==> src/rtl/vpc_pkg.sv <==
`timescale 1ns / 1ps
`default_nettype none
package vpc_pkg;

  localparam int unsigned TABLE_ENTRIES = 256;
  localparam int unsigned CUBE_SIDE     = 3;
  localparam int unsigned TRIPLES       = CUBE_SIDE * CUBE_SIDE;
  localparam int unsigned PIXELS        = 3 * TRIPLES;
  localparam int unsigned PAT_DEPTH     = TABLE_ENTRIES * TRIPLES;
  localparam int unsigned PAT_AW        = $clog2(PAT_DEPTH);
  localparam int unsigned ENTRY_W       = $clog2(TABLE_ENTRIES + 1);
  localparam int unsigned EIDX_W        = $clog2(TABLE_ENTRIES);
  localparam int unsigned TPOS_W        = (TRIPLES > 1) ? $clog2(TRIPLES) : 1;

  localparam int unsigned PIX_W   = 8;
  localparam int unsigned TRIP_W  = 3 * PIX_W;
  localparam int unsigned COUNT_W = 32;
  localparam int unsigned CNT_DW  = COUNT_W + 1;
  localparam int unsigned SEL_W   = 5;
  localparam int unsigned OIDX_W  = 8;
  localparam int unsigned MINC_W  = 16;
  localparam int unsigned PADDR_W = 3;
  localparam int unsigned PDATA_W = 32;

  localparam logic [MINC_W-1:0]  MIN_COUNT_RESET = 16'd10;
  localparam logic [COUNT_W-1:0] COUNT_MAX       = '1;
  localparam logic [PADDR_W-1:0] ADDR_MIN_COUNT  = 3'd0;

  typedef enum logic [2:0] {
    S_IDLE,
    S_SRD,
    S_SCMP,
    S_INS,
    S_HRD,
    S_HINC,
    S_FRD,
    S_OUT
  } state_e;

  typedef struct packed {
    logic in_ready;
    logic take;
    logic rd_pat;
    logic rd_final;
    logic step_t;
    logic next_entry;
    logic wr_ins;
    logic rd_cnt;
    logic wr_inc;
    logic set_drop;
    logic set_hit;
    logic load_out;
  } ctrl_cmd_t;

  typedef struct packed {
    logic action;
    logic last_triple;
    logic used_zero;
    logic full;
    logic match;
    logic t_last;
    logic e_last;
    logic out_free;
  } dp_stat_t;

  // k / 3 for k below 32
  function automatic logic [SEL_W-1:0] div3(input logic [SEL_W-1:0] k);
    logic [12:0] prod;
    prod = 13'(k) * 13'd86;
    return prod[12:8];
  endfunction

endpackage
`default_nettype wire

==> src/rtl/vpc_ctrl.sv <==
`timescale 1ns / 1ps
`default_nettype none
module vpc_ctrl (
  input  wire logic               clk_i,
  input  wire logic               rst_ni,
  input  wire logic               in_valid_i,
  input  wire vpc_pkg::dp_stat_t  stat_i,
  output vpc_pkg::ctrl_cmd_t      cmd_o
);
  import vpc_pkg::*;

  state_e state_q, state_d;

  always_ff @(posedge clk_i or negedge rst_ni) begin
    if (!rst_ni) begin
      state_q <= S_IDLE;
    end else begin
      state_q <= state_d;
    end
  end

  always_comb begin
    state_d = state_q;
    unique case (state_q)
      S_IDLE: begin
        if (in_valid_i) begin
          if (stat_i.action) begin
            state_d = S_FRD;
          end else if (stat_i.last_triple) begin
            state_d = stat_i.used_zero ? S_INS : S_SRD;
          end
        end
      end
      S_SRD: state_d = S_SCMP;
      S_SCMP: begin
        if (stat_i.match) begin
          state_d = stat_i.t_last ? S_HRD : S_SRD;
        end else if (stat_i.e_last) begin
          state_d = stat_i.full ? S_OUT : S_INS;
        end else begin
          state_d = S_SRD;
        end
      end
      S_INS: begin
        if (stat_i.t_last) begin
          state_d = S_FRD;
        end
      end
      S_HRD:  state_d = S_HINC;
      S_HINC: state_d = S_FRD;
      S_FRD:  state_d = S_OUT;
      S_OUT: begin
        if (stat_i.out_free) begin
          state_d = S_IDLE;
        end
      end
      default: state_d = S_IDLE;
    endcase
  end

  always_comb begin
    cmd_o = '0;
    unique case (state_q)
      S_IDLE: begin
        cmd_o.in_ready = 1'b1;
        cmd_o.take     = in_valid_i;
      end
      S_SRD: cmd_o.rd_pat = 1'b1;
      S_SCMP: begin
        if (stat_i.match) begin
          cmd_o.set_hit = stat_i.t_last;
          cmd_o.step_t  = !stat_i.t_last;
        end else begin
          cmd_o.next_entry = 1'b1;
          cmd_o.set_drop   = stat_i.e_last & stat_i.full;
        end
      end
      S_INS: begin
        cmd_o.wr_ins = 1'b1;
        cmd_o.step_t = !stat_i.t_last;
      end
      S_HRD:  cmd_o.rd_cnt   = 1'b1;
      S_HINC: cmd_o.wr_inc   = 1'b1;
      S_FRD:  cmd_o.rd_final = 1'b1;
      S_OUT:  cmd_o.load_out = stat_i.out_free;
      default: cmd_o = '0;
    endcase
  end
endmodule
`default_nettype wire

==> config.mk <==
export PLATFORM = sky130hd
export DESIGN_NAME = vpc_ctrl
export DESIGN_NICKNAME = d
export VERILOG_FILES = /design/src/rtl/vpc_pkg.sv /design/src/rtl/vpc_ctrl.sv
export SDC_FILE = /design/constraint.sdc
export NUM_CORES = 1
export LEC_CHECK = 0
export BUFFER_PORTS_ARGS = -buffer_cell sky130_fd_sc_hd__buf_2
export CAP_MARGIN = 20
export CORE_AREA = 10 10 47 49
export CTS_CLUSTER_DIAMETER = 50
export DETAILED_ROUTE_END_ITERATION = 8
export DIE_AREA = 0 0 57 59
export PLACE_DENSITY = 0.58
export SYNTH_ARGS = -nofsm -noshare
export SYNTH_HDL_FRONTEND = slang
export SYNTH_SLANG_ARGS = --single-unit
==> constraint.sdc <==
create_clock -name clk_i -period 1.3 [get_ports clk_i]
set_clock_uncertainty 0.05 [all_clocks]
set_input_delay 0.065 -clock clk_i [delete_from_list [all_inputs] [get_ports clk_i]]
set_output_delay 0.065 -clock clk_i [all_outputs]
set_load 0.1 [all_outputs]
* After elaboration in Yosys (flattened, before gate mapping)
Index checks and enable logic that the tools add are counted.
** Storage, ports and cells
- Flip-flop bits (word level) :: 3
- Bits of input ports :: 11
- Output and inout bits :: 12
- Logic and storage cells :: 41
** Operators by class
- Equality and inequality tests :: 11
- Muxes and demuxes :: 25
- Bitwise gates (word level) :: 1
- Reductions and logical operators :: 3
** Operators by type and width (count)
- two-way mux 3 bit :: 9
- case mux 3 bit (8 select lines) :: 1
- equality test 3 bit (second input constant) :: 4
- two-way mux 1 bit :: 11
- equality test 3 x 2 -> 1 bit (second input constant) :: 2
- two-way mux 2 bit :: 3
- != test 2 bit (second input constant) :: 3
- AND reduction 4 bit :: 1
- equality test 3 x 1 -> 1 bit (second input constant) :: 1
- zero test 3 bit :: 1
- != test 3 bit (second input constant) :: 1
- case mux 1 bit (2 select lines) :: 1
- AND 1 bit :: 1
- zero test 1 bit :: 1

* Depth between registers and ports, before layout
- Depth after elaboration :: 5
- Mapped depth :: 5
- Mapped depth without buffers :: 4

* Worst setup path before layout
OpenSTA, ideal clock, no wires.
- Path type :: reg-to-output
- Start point :: register state_q[0]
- End point :: output port cmd_o[10] (netlist bit)
- Arrival :: 3.729 ns
- Required time :: 1.185 ns
- Path slack :: -2.544 ns
- Stages on the path, launching flop included :: 5
- Path buffers :: 2
- Cells stage by stage :: dfrtp_1 buf_2 buf_2 nor3_1 and2_1
** RTL lines
- from (decl) :: line vpc_ctrl.sv:12 : state_e state_q, state_d;
- from (signal assigned) :: line vpc_ctrl.sv:18 : state_q <= state_d;
- to (decl) :: line vpc_ctrl.sv:8 : output vpc_pkg::ctrl_cmd_t cmd_o

==> flow_summary.ini <==
[layout]
antenna_cells = 0
layout-drive-gt1-share = 0.807
areaGrowthSynthToFinish_pct = 188
layout_common_cells = buf_12 (12), buf_2 (10), buf_6 (9)
layout_commonest_cell = buf_12
largest_reg_flops = 3
nNetsFinal = 100
regMostFlops = state_q
stdcell_area_mm2 = 0.00104
fillerInstances = 91
reg_top3 = state_q (3)

[yosys]
synth_top_cell_by_area = dfrtp_1
synthTopCellsByArea = dfrtp_1 (21%), nand2_1 (6.2%), nor2_1 (6.2%), nor3b_1 (6.2%), o41ai_2 (4.5%)
syn_area_per_cell_um2 = 7.69
ys.warnings.count = 0
synthFlopType = dfrtp_1
synth_top_area_share = 0.208
syn_nets = 58
synth-seq-area-share = 0.208
ys_types = 30
ys_seq_elements = 3
synth-edff-count = 0
syn_area_um2 = 362
ys_async_sr_fraction = 1.00
synthCells = 47

[cts]
cts_made_buffers = 3
clk_pin_slew_ns = 0.04
clk_latency_ns = 0.24
cts_tree = yes
cts-root-buf = clkbuf_4
h-tree-depth = 1
clockBufferDepth = 2
cts.sinks = 3

[flow_run]
drv_cap = 0

[routing]
drt-total-wl_um = 1830
drt-initial-drc-count = 4
ant_nets = 0
drc = 0
via_count = 522
wl_per_cell_um = 17.6
via_per_inst = 5.02
drt-pass1-iter-count = 4

[placement]
hpwl_um = 1160
port_buffers = 22
place_area_um2 = 781
gp_congestion = 0.854

[global_routing]
antenna_found_initial = 0
grt_max_degree = 7
grt_pass1_vias = 607
overflow = 0
grt.total_usage = 0.112
grt_pass1_wl_um = 2970

[setup_path]
crit_family = simple AND/OR/NAND/NOR gates
crit_path_start_kind = register
required_ns = 1.19
cp_max_fo = 4
cp_cell_sequence = or3_4, nor2_4, buf_12
cp_num_buf_inv = 1
cpMaxStageDelayCell = or3_4
slowest_delay_ns = 0.46
arrival_ns = 1.43
critPathCaptureType = primary output
r2r_setup_slack_ns = -0.14
path_class = register to primary output

[floorplan]
dieWidth_um = 57
core_region_area_mm2 = 0.00140
rows = 14
ios = 23
die_area_mm2 = 0.00336
dieHeight_um = 59
start_util = 0.258

[sta]
fin_ws_ns = -0.249
slew_headroom = 0.750
period_share = 1.19
hold_violations = 0
grt_setup_unrepaired = true
setup-violations-final = 15
slew_violations = 0
worst_slew_pin_slew_ns = 0.373
fmax_ghz = 0.646
period_minus_slack_ns = 1.55

[hold_path]
hp-class = input pin to asynchronous set/reset pin

[run_status]
violations = negative setup slack
outcome = finished with violations
-- Yosys cell counts (2+ instances only) --
cell type  instances
dfrtp_1            3
nand2_1            6
nor3b_1            3
buf_2              3
a21oi_1            2
nor2_1             6
-- metrics by stage --
step                      hold WS (ns)  instances  utilization  worst slack (ns)  TNS, ns
after floorplan                 -0.281         47            -            -0.726    -4.25
after global placement          -0.184         88        0.557           -0.0307   -0.143
after detailed placement        -0.186         88        0.557           -0.0691   -0.287
after CTS                        0.101        105        0.744            -0.252    -2.23
after global routing             0.109        104        0.744            -0.285    -2.83
final                           0.0961        104        0.744            -0.249    -2.23
-- final cells by class --
cell class                 count  area (um^2)  area share
multi-input combinational     37          423       0.406
sequential                     3         78.8      0.0756
tap                           16         20.0      0.0192
inverter                       2         7.51     0.00720
timing repair buffer          42          487       0.467
clock buffer                   4         26.3      0.0252
-- what timing repair did --
action / CTS / global route
setup endpoints to repair: 15 / 15
buffers inserted: 11 / 1
pin swaps: 16 / 5
resized for setup: 29 / 3
endpoints found under the hold margin: 4 / 0
hold buffers: 2 / 0
-- final timing paths --
check | from | end | cells after the start
setup / recovery | state_q[0] | cmd_o[2] | 3
hold / removal | rst_ni | state_q[2] | 2
setup reg to reg | state_q[0] | state_q[2] | 6
hold reg to reg | state_q[0] | state_q[2] | 3
max in group asynchronous | rst_ni | state_q[1] | 2
min in group clk_i | stat_i[6] | state_q[0] | 3
-- worst register-to-register path, cell delays in order, from the launching register on --
cell and delay [ns]:
dfrtp_2 0.43, buf_6 0.13, buf_8 0.12, buf_6 0.12
nand3b_1 0.17, a22oi_2 0.17, o32ai_2 0.11
-- cell families (layout without fill, tap and decap cells) --
kind of cell           count (synthesis)  after routing  synth area share
AND/OR/NAND/NOR                       25             25             0.398
AO/OA/AOI/OAI                         10             10             0.228
multiplexers                           1              1            0.0277
buffers and inverters                  7             48             0.114
XOR/XNOR                               1              1            0.0242
flip-flops                             3              3             0.208
-- metal layers --
metal | part of all wire | routed length, um | GRT usage
met1 | 0.39 | 708 | 0.124
met2 | 0.52 | 941 | 0.174
met3 | 0.061 | 111 | 0.0494
met4 | 0.036 | 65 | 0.0671
met5 | 0 | 0 | 0
Power is not shown: default switching activity piles up to over one toggle a cycle in this logic, so the estimate is an artifact.
